`config.mk`:
```
export PLATFORM = sky130hd
export DESIGN_NAME = hdh_ctrl
export DESIGN_NICKNAME = d
export VERILOG_FILES = /design/src/assert_macros.svh /design/src/hdh_pkg.sv /design/src/hdh_ctrl.sv
export SDC_FILE = /design/constraint.sdc
export NUM_CORES = 1
export LEC_CHECK = 0
export ABC_AREA = 1
export BUFFER_PORTS_ARGS = -buffer_cell sky130_fd_sc_hd__buf_2
export CORE_AREA = 5 5 42 44
export CTS_BUF_LIST = sky130_fd_sc_hd__clkbuf_8
export DETAILED_ROUTE_END_ITERATION = 10
export DIE_AREA = 0 0 47 49
export PLACE_DENSITY = 0.61
export SETUP_SLACK_MARGIN = 0.2
export SYNTH_ARGS = -nofsm -noshare
export SYNTH_HDL_FRONTEND = slang
export SYNTH_SLANG_ARGS = --single-unit
```
`constraint.sdc`:
```
create_clock -name clk -period 1.5 [get_ports clk]
set_input_delay 0.3 -clock clk [delete_from_list [all_inputs] [get_ports clk]]
set_output_delay 0.3 -clock clk [all_outputs]
set_load 0.03 [all_outputs]
```
`src/assert_macros.svh`:
```
// Assertion helpers for the RTL.
`ifndef ASSERT_MACROS_SVH
`define ASSERT_MACROS_SVH

// Antecedent implies consequent in the same cycle.
`define ASSERT_IMPL(lbl, clk, rst, ante, cons) \
  lbl: assert property (@(posedge clk) disable iff (rst) (ante) |-> (cons)) \
    else $error("assertion failed");

// Condition never holds.
`define ASSERT_NEVER(lbl, clk, rst, cond) \
  lbl: assert property (@(posedge clk) disable iff (rst) !(cond)) \
    else $error("assertion failed");

`endif

```
`src/hdh_pkg.sv`:
```
// ----------------------------------------------------------------------------
// hdh_pkg
// Shared types and codes for the double-hashing key/value table.
// ----------------------------------------------------------------------------
`default_nettype none

package hdh_pkg;

  localparam int KEY_W  = 64;
  localparam int LEN_W  = 4;
  localparam int VAL_W  = 64;
  localparam int CFG_W  = 11;
  localparam int SLOT_W = 10;
  localparam int COL_W  = 32;
  localparam int KEY_BYTES = 8;

  localparam logic OP_INSERT = 1'b0;
  localparam logic OP_SEARCH = 1'b1;

  localparam logic [1:0] ST_INSERTED  = 2'd0;
  localparam logic [1:0] ST_FOUND     = 2'd1;
  localparam logic [1:0] ST_NOT_FOUND = 2'd2;
  localparam logic [1:0] ST_FULL      = 2'd3;

  typedef struct packed {
    logic       clear;
    logic       load;
    logic       hash_en;
    logic       div_start;
    logic       div_en;
    logic       probe_init;
    logic       rd_en;
    logic       probe_adv;
    logic       write;
    logic       col_inc;
    logic       capture;
    logic [1:0] res_code;
  } cmd_t;

  typedef struct packed {
    logic clear_done;
    logic hash_done;
    logic div_last;
    logic op;
    logic used;
    logic match;
    logic last;
    logic wrap;
    logic out_busy;
  } sts_t;

endpackage

`default_nettype wire

```
`src/hdh_ctrl.sv`:
```
// ----------------------------------------------------------------------------
// hdh_ctrl
// Sequencer: clear sweep, hashing, remainders, probe walk and response.
// ----------------------------------------------------------------------------
`default_nettype none

module hdh_ctrl (
  input  wire logic           clk,
  input  wire logic           rst,
  input  wire logic           in_valid,
  output logic                in_ready,
  input  wire hdh_pkg::sts_t  sts,
  output hdh_pkg::cmd_t       cmd
);

  typedef enum logic [2:0] {
    S_CLEAR, S_IDLE, S_HASH, S_DIV, S_PINIT, S_PRD, S_PCHK, S_DONE
  } state_t;

  state_t     state, state_next;
  logic [1:0] res_code, res_code_next;

  assign in_ready = (state == S_IDLE);

  always_comb begin
    state_next    = state;
    res_code_next = res_code;
    cmd           = '0;
    cmd.res_code  = res_code;
    unique case (state)
      S_CLEAR: begin
        cmd.clear = 1'b1;
        if (sts.clear_done) state_next = S_IDLE;
      end
      S_IDLE: begin
        if (in_valid) begin
          cmd.load   = 1'b1;
          state_next = S_HASH;
        end
      end
      S_HASH: begin
        if (sts.hash_done) begin
          cmd.div_start = 1'b1;
          state_next    = S_DIV;
        end else begin
          cmd.hash_en = 1'b1;
        end
      end
      S_DIV: begin
        cmd.div_en = 1'b1;
        if (sts.div_last) state_next = S_PINIT;
      end
      S_PINIT: begin
        cmd.probe_init = 1'b1;
        state_next     = S_PRD;
      end
      S_PRD: begin
        cmd.rd_en  = 1'b1;
        state_next = S_PCHK;
      end
      S_PCHK: begin
        if (sts.op == hdh_pkg::OP_INSERT) begin
          if (!sts.used) begin
            cmd.write     = 1'b1;
            res_code_next = hdh_pkg::ST_INSERTED;
            state_next    = S_DONE;
          end else begin
            cmd.col_inc = 1'b1;
            if (sts.last) begin
              res_code_next = hdh_pkg::ST_FULL;
              state_next    = S_DONE;
            end else begin
              cmd.probe_adv = 1'b1;
              state_next    = S_PRD;
            end
          end
        end else begin
          if (sts.match) begin
            res_code_next = hdh_pkg::ST_FOUND;
            state_next    = S_DONE;
          end else if (!sts.used || sts.last || sts.wrap) begin
            res_code_next = hdh_pkg::ST_NOT_FOUND;
            state_next    = S_DONE;
          end else begin
            cmd.probe_adv = 1'b1;
            state_next    = S_PRD;
          end
        end
      end
      S_DONE: begin
        if (!sts.out_busy) begin
          cmd.capture = 1'b1;
          state_next  = S_IDLE;
        end
      end
      default: state_next = S_IDLE;
    endcase
  end

  always_ff @(posedge clk) begin
    if (rst) begin
      state    <= S_CLEAR;
      res_code <= hdh_pkg::ST_NOT_FOUND;
    end else begin
      state    <= state_next;
      res_code <= res_code_next;
    end
  end

endmodule

`default_nettype wire

```
==> results of run 1 <==
-- tightest hold or removal path, cell delays in order --
cell and delay, ns:
sky130_fd_sc_hd__buf_2 0.08, sky130_fd_sc_hd__inv_1 0.08, sky130_fd_sc_hd__nand3_1 0.09
-- power by group through the flow --
stage / combinational [W] / sequential [W] / clock [W]
finish: 0.00110 / 0.000245 / 0.000233
global route: 0.00119 / 0.000251 / 0.000251
CTS: 0.000978 / 0.000239 / 0.000239
detailed placement: 0.000820 / 0.000220 / 0
global placement: 0.000820 / 0.000218 / 0
floorplan: 0.000585 / 0.000238 / 0
-- worst paths after layout --
check / from / to / slack (ns) / depth (start not counted)
min reg2reg: res_code[1] / res_code[1] / 0.47 / 2
max reg2reg: state[2] / state[1] / 0.30 / 9
min: rst / res_code[1] / 0.36 / 3
max: state[1] / cmd[2] / 0.02 / 6
-- final cells by class --
class                      instances  area, um^2  share of cell area
multi-input combinational         55         352               0.429
timing repair buffer              31         241               0.295
sequential                         5         105               0.128
inverter                          15        56.3              0.0687
clock buffer                       3        41.3              0.0504
tap                               16        20.0              0.0244
clock inverter                     1        3.75             0.00458
-- stage by stage --
| step | instances | setup slack (ns) | area [um^2] |
|---|---|---|---|
| CTS | 124 | 0.0344 | 773 |
| floorplan | 76 | 0.0387 | 465 |
| detailed placement | 119 | 0.131 | 626 |
| global placement | 119 | 0.134 | 626 |
| finish | 126 | 0.0204 | 820 |
| global route | 126 | -0.0586 | 820 |
-- cells by family after synthesis --
group | after synthesis | share of synthesized area
AND/OR/NAND/NOR | 49 | 0.535
buffers and inverters | 16 | 0.153
AO/OA/AOI/OAI | 6 | 0.0721
flip-flops | 5 | 0.240
-- flip-flops by register name, summed over array words and instances, names as in the netlist --
| signal | count |
|---|---|
| state | 3 |
| res_code | 2 |
-- cells in the mapped netlist --
cell	n	share of area
sky130_fd_sc_hd__a21oi_1	3	0.036
sky130_fd_sc_hd__nand3_2	1	0.024
sky130_fd_sc_hd__nand3_1	5	0.060
sky130_fd_sc_hd__inv_1	14	0.13
sky130_fd_sc_hd__o21ai_0	2	0.024
sky130_fd_sc_hd__buf_4	1	0.018
sky130_fd_sc_hd__nand2_2	3	0.045
sky130_fd_sc_hd__inv_2	1	0.0090
sky130_fd_sc_hd__nor2_1	18	0.16
sky130_fd_sc_hd__nor2_4	1	0.027
sky130_fd_sc_hd__dfxtp_1	5	0.24
sky130_fd_sc_hd__nor3_1	4	0.048
sky130_fd_sc_hd__o21ai_1	1	0.012
sky130_fd_sc_hd__nor3_2	1	0.024
sky130_fd_sc_hd__nand2_1	16	0.14
-- per-layer routing --
layer | track usage | vias up | share of wire
li1 | - | 301 | -
met1 | 0.132 | 253 | 0.37
met2 | 0.217 | 18 | 0.55
met3 | 0.0332 | 0 | 0.078
met4 | 0.0553 | 0 | 0
met5 | 0 | - | 0
-- repair_timing --
item | CTS | global route
gates resized for setup | 34 | 8
pin swaps | 4 | 2
endpoints found under the setup margin | 12 | 13
hold buffers | 0 | 0
buffers inserted | 1 | 2
==> impl_summary.log, run 1 <==
INFO  metric groute.usage.overall = 0.125
INFO  metric switching_power = between 0.0007 and 0.0008 W
INFO  metric drtAntennaViolNets = 0
INFO  metric worstSkewPairLatency = 0.21 ns
INFO  metric die_height = between 40 and 50 um
INFO  metric critical_path_buf_inv_count = 3
INFO  metric initial_utilization = 0.297
INFO  metric worst-endpoint-arrival = roughly 1.2 ns
INFO  metric floorplan.die.width = between 40 and 50 um
INFO  metric seqPwrFrac = 0.156
INFO  metric dr_total_vias = ~570
INFO  metric drt-initial-drc-count = 12
INFO  metric routabilityCongestion = 0.787
INFO  metric mostFrequentLayoutCell = sky130_fd_sc_hd__nand2_1
INFO  metric syn-num-nets = between 80 and 90
INFO  metric final.fill_count = 144
INFO  metric place.port_buffers = 25
INFO  metric tritoncts = done
INFO  metric setup.worst_path.end_class = output pin
INFO  metric final_layout_size_suffix_gt1_frac = 0.564
INFO  metric leakage = ~0.43 nW
INFO  metric final_core_utilization = 0.585
INFO  metric finalSetupTns = 0 ns
INFO  metric kind_of_cell_with_the_highest_combined_delay_on_the_critical_path = flip-flops
INFO  metric grt_overflow = 0
INFO  metric critical_path.max_fanout = 7
INFO  metric report.final.hold_viol_count = 0
INFO  metric power_switching_share = 0.490
INFO  metric pin_count_of_the_biggest_net_entering_global_routing = 9
INFO  metric io_pins = 26
INFO  metric post-route-period-util = 0.986
INFO  metric postRouteWirelength = around 1.3 mm
INFO  metric timing.final.max_slew_violations = 0
INFO  metric finalWorstPathRequiredPeriod = approximately 1.5 ns
INFO  metric cts_buffers = 3
INFO  metric critPathRequiredTime = between 1 and 1.5 ns
INFO  metric worst-slew-pin-transition = between 0.15 and 0.2 ns
INFO  metric critical_path.max_stage_delay = around 0.34 ns
INFO  metric first_pass_grt_wire_length = about 2.1 mm
INFO  metric dr.pass1.iters = 4
INFO  metric synth_cell_type_count = 15
INFO  metric rsz0062_at_grt = yes
INFO  metric n_antenna_cell = 0
INFO  metric area_growth = 96.7%
INFO  metric critPathSlowestCell = sky130_fd_sc_hd__dfxtp_1
INFO  metric row_count = 14
INFO  metric syn-instance-count = between 70 and 80
INFO  metric syn-cell-area = 417 um^2
INFO  metric critical_path.cell_chain = buf_6 > nand2_2 > nor2_4 > inv_2 > nor2_4 > buf_6
INFO  metric nNetsFinal = approximately 120
INFO  metric design.core.area = ~1400 um^2
INFO  metric cts.path.max_buffers = 2
INFO  metric hold-worst-slack = roughly 0.36 ns
INFO  metric outcome = finished, final reports clean
INFO  metric timing.fmax = about 680 MHz
INFO  metric first_global_vias = between 500 and 600
INFO  metric final_cell_mix = 16 x sky130_fd_sc_hd__nand2_1, 13 x sky130_fd_sc_hd__buf_2, 11 x sky130_fd_sc_hd__inv_1, 11 x sky130_fd_sc_hd__buf_6, 8 x sky130_fd_sc_hd__nor2_1
INFO  metric antenna_violations_before_repair = 0
INFO  metric timing.final.setup_violations = 0
INFO  metric worst-setup-path-type = register to output pin
INFO  metric synth.yosys.seq_area_share = 0.240
INFO  metric avgViaCountPerCell = 4.54
INFO  metric yosys_warnings = 0
INFO  metric clk_pin_slew_worst_paths = 0.03 ns
INFO  metric clock_power_share = 0.148
INFO  metric design.die.area = between 2000 and 2500 um^2
INFO  metric pwr_density_cell = just under 2000 nW/um^2
INFO  metric clock-sinks = 5
INFO  metric post-dp-hpwl = 991 um
INFO  metric timing.max_slew.rel_slack = 0.883
INFO  metric max_cap_viol_count = 0
INFO  metric cts_root_buffer = sky130_fd_sc_hd__clkbuf_8
INFO  metric wire_per_inst = between 10 and 15 um
INFO  metric worstSetupStartpointType = register
INFO  metric internal_power = 0.000803 W
INFO  metric ys_seq_elements = 5
INFO  metric p_comb_frac = 0.696
INFO  metric remaining_drc_errors = 0
INFO  metric clock-skew-final = 0.000435 ns
INFO  metric hold_path_class = primary input to register
INFO  metric max-vdd-ir-drop = roughly 0.74 mV
INFO  metric htree_levels = 1
INFO  metric postSynthAreaPerCell = between 5 and 6 um^2
INFO  metric totalPowerFinal = roughly 0.0016 W
(Power assumes the default switching activity.)
==> run 2: changes to the inputs <==
Clock period 1.5 ns to 1.4 ns, I/O delays scaled along.
==> impl_summary.log, run 2 (same netlist as run 1, synthesis figures left out) <==
INFO  metric outcome = finished, violations left
INFO  metric violations = setup timing
INFO  metric min_path_cells = 3
INFO  metric mostFrequentLayoutCell = sky130_fd_sc_hd__nand2_1
INFO  metric post-route-cell-area = 903 um^2
INFO  metric rsz0062_at_grt = yes
INFO  metric hold_critical_path_endpoint = res_code[1]
INFO  metric seq_area = 111 um^2
INFO  metric layout_top_registers = state: 3 flops, res_code: 2 flops
INFO  metric tritoncts = done
INFO  metric final_cell_mix = 15 x sky130_fd_sc_hd__nand2_1, 13 x sky130_fd_sc_hd__buf_2, 13 x sky130_fd_sc_hd__buf_6
INFO  metric timing.max_slew.rel_slack = 0.882
INFO  metric first_global_vias = 557
INFO  metric timing.final.max_slew_violations = 0
INFO  metric timing.fmax = between 600 and 700 MHz
INFO  metric place.port_buffers = 25
INFO  metric dr.pass1.iters = 3
INFO  metric critical_path.max_fanout = 6
INFO  metric registers.top_by_ff_count = state
INFO  metric design.core.area = 1400 um^2
INFO  metric critical_path.reg2reg.endpoint = state[1]
INFO  metric reg2reg_slack = 0.13 ns
INFO  metric hold_start = rst
INFO  metric pin_count_of_the_biggest_net_entering_global_routing = 7
INFO  metric nNetsFinal = between 100 and 150
INFO  metric initial_utilization = 0.297
INFO  metric floorplan.die.width = around 47 um
INFO  metric layout_setup_ws = -0.0427 ns
INFO  metric wire_per_inst = about 10 um
INFO  metric htree_levels = 1
INFO  metric design.die.area = ~2300 um^2
INFO  metric critPathRequiredTime = 1.12 ns
INFO  metric groute.usage.overall = 0.125
INFO  metric cts_buffers = 3
INFO  metric row_count = 14
INFO  metric max_cap_viol_count = 0
INFO  metric largest_reg_flops = 3
INFO  metric postCtsHoldBufs = 0
INFO  metric drt-initial-drc-count = 3
INFO  metric clock-skew-final = approximately 0.0023 ns
INFO  metric reg2reg_depth = 10
INFO  metric post-route-period-util = 1.03
INFO  metric worst-slew-pin-transition = approximately 0.18 ns
INFO  metric worstSkewPairLatency = approximately 0.22 ns
INFO  metric io_pins = 26
INFO  metric cts.path.max_buffers = 2
INFO  metric avgViaCountPerCell = approximately 4.4
INFO  metric final_layout_size_suffix_gt1_frac = 0.619
INFO  metric n_antenna_cell = 0
INFO  metric max-vdd-ir-drop = 1.18 mV
INFO  metric first_pass_grt_wire_length = 2.19 mm
INFO  metric leakage = roughly 0.45 nW
INFO  metric multiInputGateArea = ~390 um^2
INFO  metric pwr_density_cell = approximately 2100 nW/um^2
INFO  metric report.final.hold_viol_count = 0
INFO  metric totalPowerFinal = 0.00189 W
INFO  metric hold_path_class = primary input to register
INFO  metric worst-endpoint-arrival = 1.16 ns
INFO  metric final_cells = 129
INFO  metric final.fill_count = 124
INFO  metric worst-setup-path-type = register to output pin
INFO  metric drtAntennaViolNets = 0
INFO  metric cts_root_buffer = sky130_fd_sc_hd__clkbuf_8
INFO  metric dp.cells = 119
INFO  metric postPlaceCellArea = 648 um^2
INFO  metric area_growth = 117%
INFO  metric finalWorstPathRequiredPeriod = approximately 1.4 ns
INFO  metric post-dp-hpwl = approximately 940 um
INFO  metric setup.worst_path.end_class = output pin
INFO  metric r2r-start = state[0]
INFO  metric clock-sinks = 5
INFO  metric postRouteWirelength = roughly 1.3 mm
INFO  metric antenna_violations_before_repair = 0
INFO  metric dr_total_vias = approximately 560
INFO  metric timing.final.setup_violations = 5
INFO  metric clk_pin_slew_worst_paths = around 0.040 ns
INFO  metric routabilityCongestion = about 0.76
INFO  metric worstSetupStartpointType = register
INFO  metric die_height = approximately 49 um
INFO  metric remaining_drc_errors = 0
INFO  metric grt_overflow = 0
[run 2: changes by cell type in the layout (fill, tap and decap cells not counted), sizes merged]
| cell | before | now |
|---|---|---|
| buf | 31 | 34 |
[run 2: cell type report]
class                      count  area share
inverter                      15      0.0762
clock inverter                 1     0.00416
timing repair buffer          34       0.301
tap                           16      0.0222
multi-input combinational     55       0.428
sequential                     5       0.123
clock buffer                   3      0.0457
[run 2: timing repair]
item | 4_1_cts | 5_1_grt
buffers inserted | 4 | 2
setup endpoints to repair | 12 | 14
endpoints found under the hold margin | 0 | 0
pin swaps | 7 | 8
resized for setup | 40 | 8
[run 2: worst max-delay path, cell delays in order, from the launching register on]
cell and delay (ns):
sky130_fd_sc_hd__dfxtp_4 0.37, sky130_fd_sc_hd__nor3_4 0.22, sky130_fd_sc_hd__inv_2 0.09, sky130_fd_sc_hd__nor3_4 0.12, sky130_fd_sc_hd__buf_6 0.15
[run 2: metrics by stage]
| stage | TNS [ns] | hold slack, ns | setup slack (ns) | util |
|---|---|---|---|---|
| floorplan | 0 | 0.434 | 0.0491 | - |
| global placement | 0 | 0.455 | 0.0521 | 0.463 |
| detailed placement | 0 | 0.460 | 0.0335 | 0.463 |
| CTS | -0.117 | 0.340 | -0.0446 | 0.609 |
| global route | -0.571 | 0.377 | -0.105 | 0.645 |
| finish | -0.122 | 0.334 | -0.0427 | 0.645 |
[run 2: metal layers]
metal	up-vias	GRT usage	routed length (um)
met5	-	0	0
met4	0	0.0553	6
met3	2	0.0221	51
met2	7	0.201	666
met1	248	0.156	566
li1	306	-	-
[run 2: how the worst max path moves through the flow]
| stage | end | start |
|---|---|---|
| floorplan | cmd[4] | state[1] |
| global placement | cmd[11] | state[0] |
| detailed placement | cmd[11] | state[0] |
| CTS | cmd[4] | state[0] |
| global route | cmd[11] | state[0] |
| finish | cmd[4] | state[0] |
[run 2: report_power, final]
| part | switching, W | internal [W] |
|---|---|---|
| Sequential | 0.0000917 | 0.000217 |
| Combinational | 0.000767 | 0.000558 |
| Clock | 0.0000653 | 0.000187 |
| Total | 0.000924 | 0.000963 |
==> run 3: changes to the inputs <==
Settings changed: PLACE_DENSITY 0.61 to 0.63.
Clock period 1.4 ns to 1.2 ns, I/O delays scaled along.
==> impl_summary.log, run 3 (same netlist as run 1, synthesis figures left out) <==
INFO  metric outcome = finished, violations left
INFO  metric violations = setup timing
INFO  metric max-vdd-ir-drop = roughly 1.1 mV
INFO  metric tritoncts = done
INFO  metric htree_levels = 1
INFO  metric clock_power_share = 0.129
INFO  metric timing.final.setup_violations = 14
INFO  metric timing.final.max_slew_violations = 0
INFO  metric area_growth = 132%
INFO  metric pwr_density_cell = 2390 nW/um^2
INFO  metric timing.max_slew.rel_slack = 0.858
INFO  metric cts_root_buffer = sky130_fd_sc_hd__clkbuf_8
INFO  metric worst-setup-path-type = register to output pin
INFO  metric p_comb_frac = 0.721
INFO  metric drt-initial-drc-count = 4
INFO  metric clock-skew-final = 0.00184 ns
INFO  metric postCtsHoldBufs = 0
INFO  metric clk_pin_slew_worst_paths = ~0.040 ns
INFO  metric routabilityCongestion = between 0.7 and 0.8
INFO  metric reg2reg_slack = -0.06 ns
INFO  metric setup.worst_path.end_class = output pin
INFO  metric row_count = 14
INFO  metric rsz0062_at_grt = yes
INFO  metric initial_utilization = 0.297
INFO  metric worst-endpoint-arrival = between 1 and 1.5 ns
INFO  metric critPathRequiredTime = around 0.96 ns
INFO  metric postPlaceCellArea = between 700 and 800 um^2
INFO  metric totalPowerFinal = approximately 0.0023 W
INFO  metric cts_buffers = 3
INFO  metric layout_top_registers = state: 3 flops, res_code: 2 flops
INFO  metric worstSetupStartpointType = register
INFO  metric worstSkewPairLatency = roughly 0.22 ns
INFO  metric finalWorstPathRequiredPeriod = 1.42 ns
INFO  metric dr.pass1.iters = 4
INFO  metric report.final.hold_viol_count = 0
INFO  metric timing.fmax = ~710 MHz
INFO  metric nNetsFinal = ~130
INFO  metric seqPwrFrac = 0.150
INFO  metric floorplan.die.width = about 47 um
INFO  metric leakage = around 0.49 nW
INFO  metric n_antenna_cell = 0
INFO  metric remaining_drc_errors = 0
INFO  metric grt_overflow = 0
INFO  metric design.core.area = around 1400 um^2
INFO  metric layout_setup_ws = -0.215 ns
INFO  metric final_layout_size_suffix_gt1_frac = 0.672
INFO  metric first_pass_grt_wire_length = around 2.4 mm
INFO  metric clock-sinks = 5
INFO  metric post-dp-hpwl = around 1.0 mm
INFO  metric largest_reg_flops = 3
INFO  metric registers.top_by_ff_count = state
INFO  metric critical_path.max_fanout = 4
INFO  metric final_cell_mix = 14 x sky130_fd_sc_hd__buf_4, 14 x sky130_fd_sc_hd__buf_6, 12 x sky130_fd_sc_hd__nand2_1, 12 x sky130_fd_sc_hd__buf_2
INFO  metric max_cap_viol_count = 0
INFO  metric dr_total_vias = roughly 630
INFO  metric drtAntennaViolNets = 0
INFO  metric hold_path_class = primary input to register
INFO  metric internal_power = 0.00118 W
INFO  metric power_switching_share = 0.489
INFO  metric first_global_vias = a little over 600
INFO  metric cts.path.max_buffers = 2
INFO  metric place.port_buffers = 25
INFO  metric wire_per_inst = 11.9 um
INFO  metric groute.usage.overall = 0.139
INFO  metric antenna_violations_before_repair = 0
INFO  metric post-route-period-util = 1.18
INFO  metric worst-slew-pin-transition = about 0.21 ns
INFO  metric design.die.area = approximately 2300 um^2
INFO  metric io_pins = 26
INFO  metric post-route-cell-area = slightly below 1000 um^2
INFO  metric hold-worst-slack = ~0.31 ns
INFO  metric avgViaCountPerCell = roughly 4.7
INFO  metric postRouteWirelength = about 1.6 mm
INFO  metric switching_power = between 0.001 and 0.0015 W
INFO  metric die_height = ~49 um
INFO  metric pin_count_of_the_biggest_net_entering_global_routing = 7
## run 3: power by group through the flow
stage,combinational [W],sequential [W],clock [W]
floorplan,0.000829,0.000347,0
global placement,0.00123,0.000294,0
detailed placement,0.00124,0.000295,0
CTS,0.00149,0.000321,0.000301
global route,0.00179,0.000356,0.000320
finish,0.00166,0.000346,0.000297
## run 3: worst paths after layout
check | from | end | cells after the start
worst min-delay path | rst | res_code[1] | 3
worst max-delay path | state[0] | cmd[2] | 6
worst min register to register | res_code[0] | res_code[0] | 2
worst max register to register | state[0] | state[1] | 8
## run 3: per-layer routing
layer  up-vias  part of all wire  GRT usage
met3         0             0.059     0.0221
met1       296              0.36      0.139
met2        22              0.58      0.269
met4         0                 0     0.0415
met5         -                 0          0
li1        316                 -          -
## run 3: area by class of cell
class                           count  area, um^2
Timing Repair Buffer               40         323
Fill cell                         125         437
Tap cell                           16        20.0
Clock buffer                        3        41.3
Sequential cell                     5         111
Multi-Input combinational cell     55         399
Inverter                           15        66.3
Clock inverter                      1        3.75
## run 3: worst max-delay path: stages, from the launching register on
cell and delay [ns]:
sky130_fd_sc_hd__dfxtp_4 0.38, sky130_fd_sc_hd__buf_6 0.15, sky130_fd_sc_hd__nand2_8 0.06, sky130_fd_sc_hd__nor2_4 0.10
sky130_fd_sc_hd__inv_2 0.06, sky130_fd_sc_hd__nor2_4 0.07, sky130_fd_sc_hd__buf_6 0.13
## run 3: timing repair
item	CTS	global route
pin swaps	8	10
resized for setup	35	16
gates cloned	0	0
endpoints found under the setup margin	17	18
buffers inserted	3	3
## run 3: metrics by stage
| stage | setup TNS, ns | cells | utilization | setup slack, ns |
|---|---|---|---|---|
| floorplan | -0.237 | 76 | - | -0.110 |
| global placement | -0.223 | 125 | 0.505 | -0.0761 |
| detailed placement | -0.343 | 125 | 0.505 | -0.105 |
| CTS | -1.89 | 132 | 0.636 | -0.202 |
| global route | -2.95 | 135 | 0.688 | -0.283 |
| finish | -2.07 | 135 | 0.688 | -0.215 |
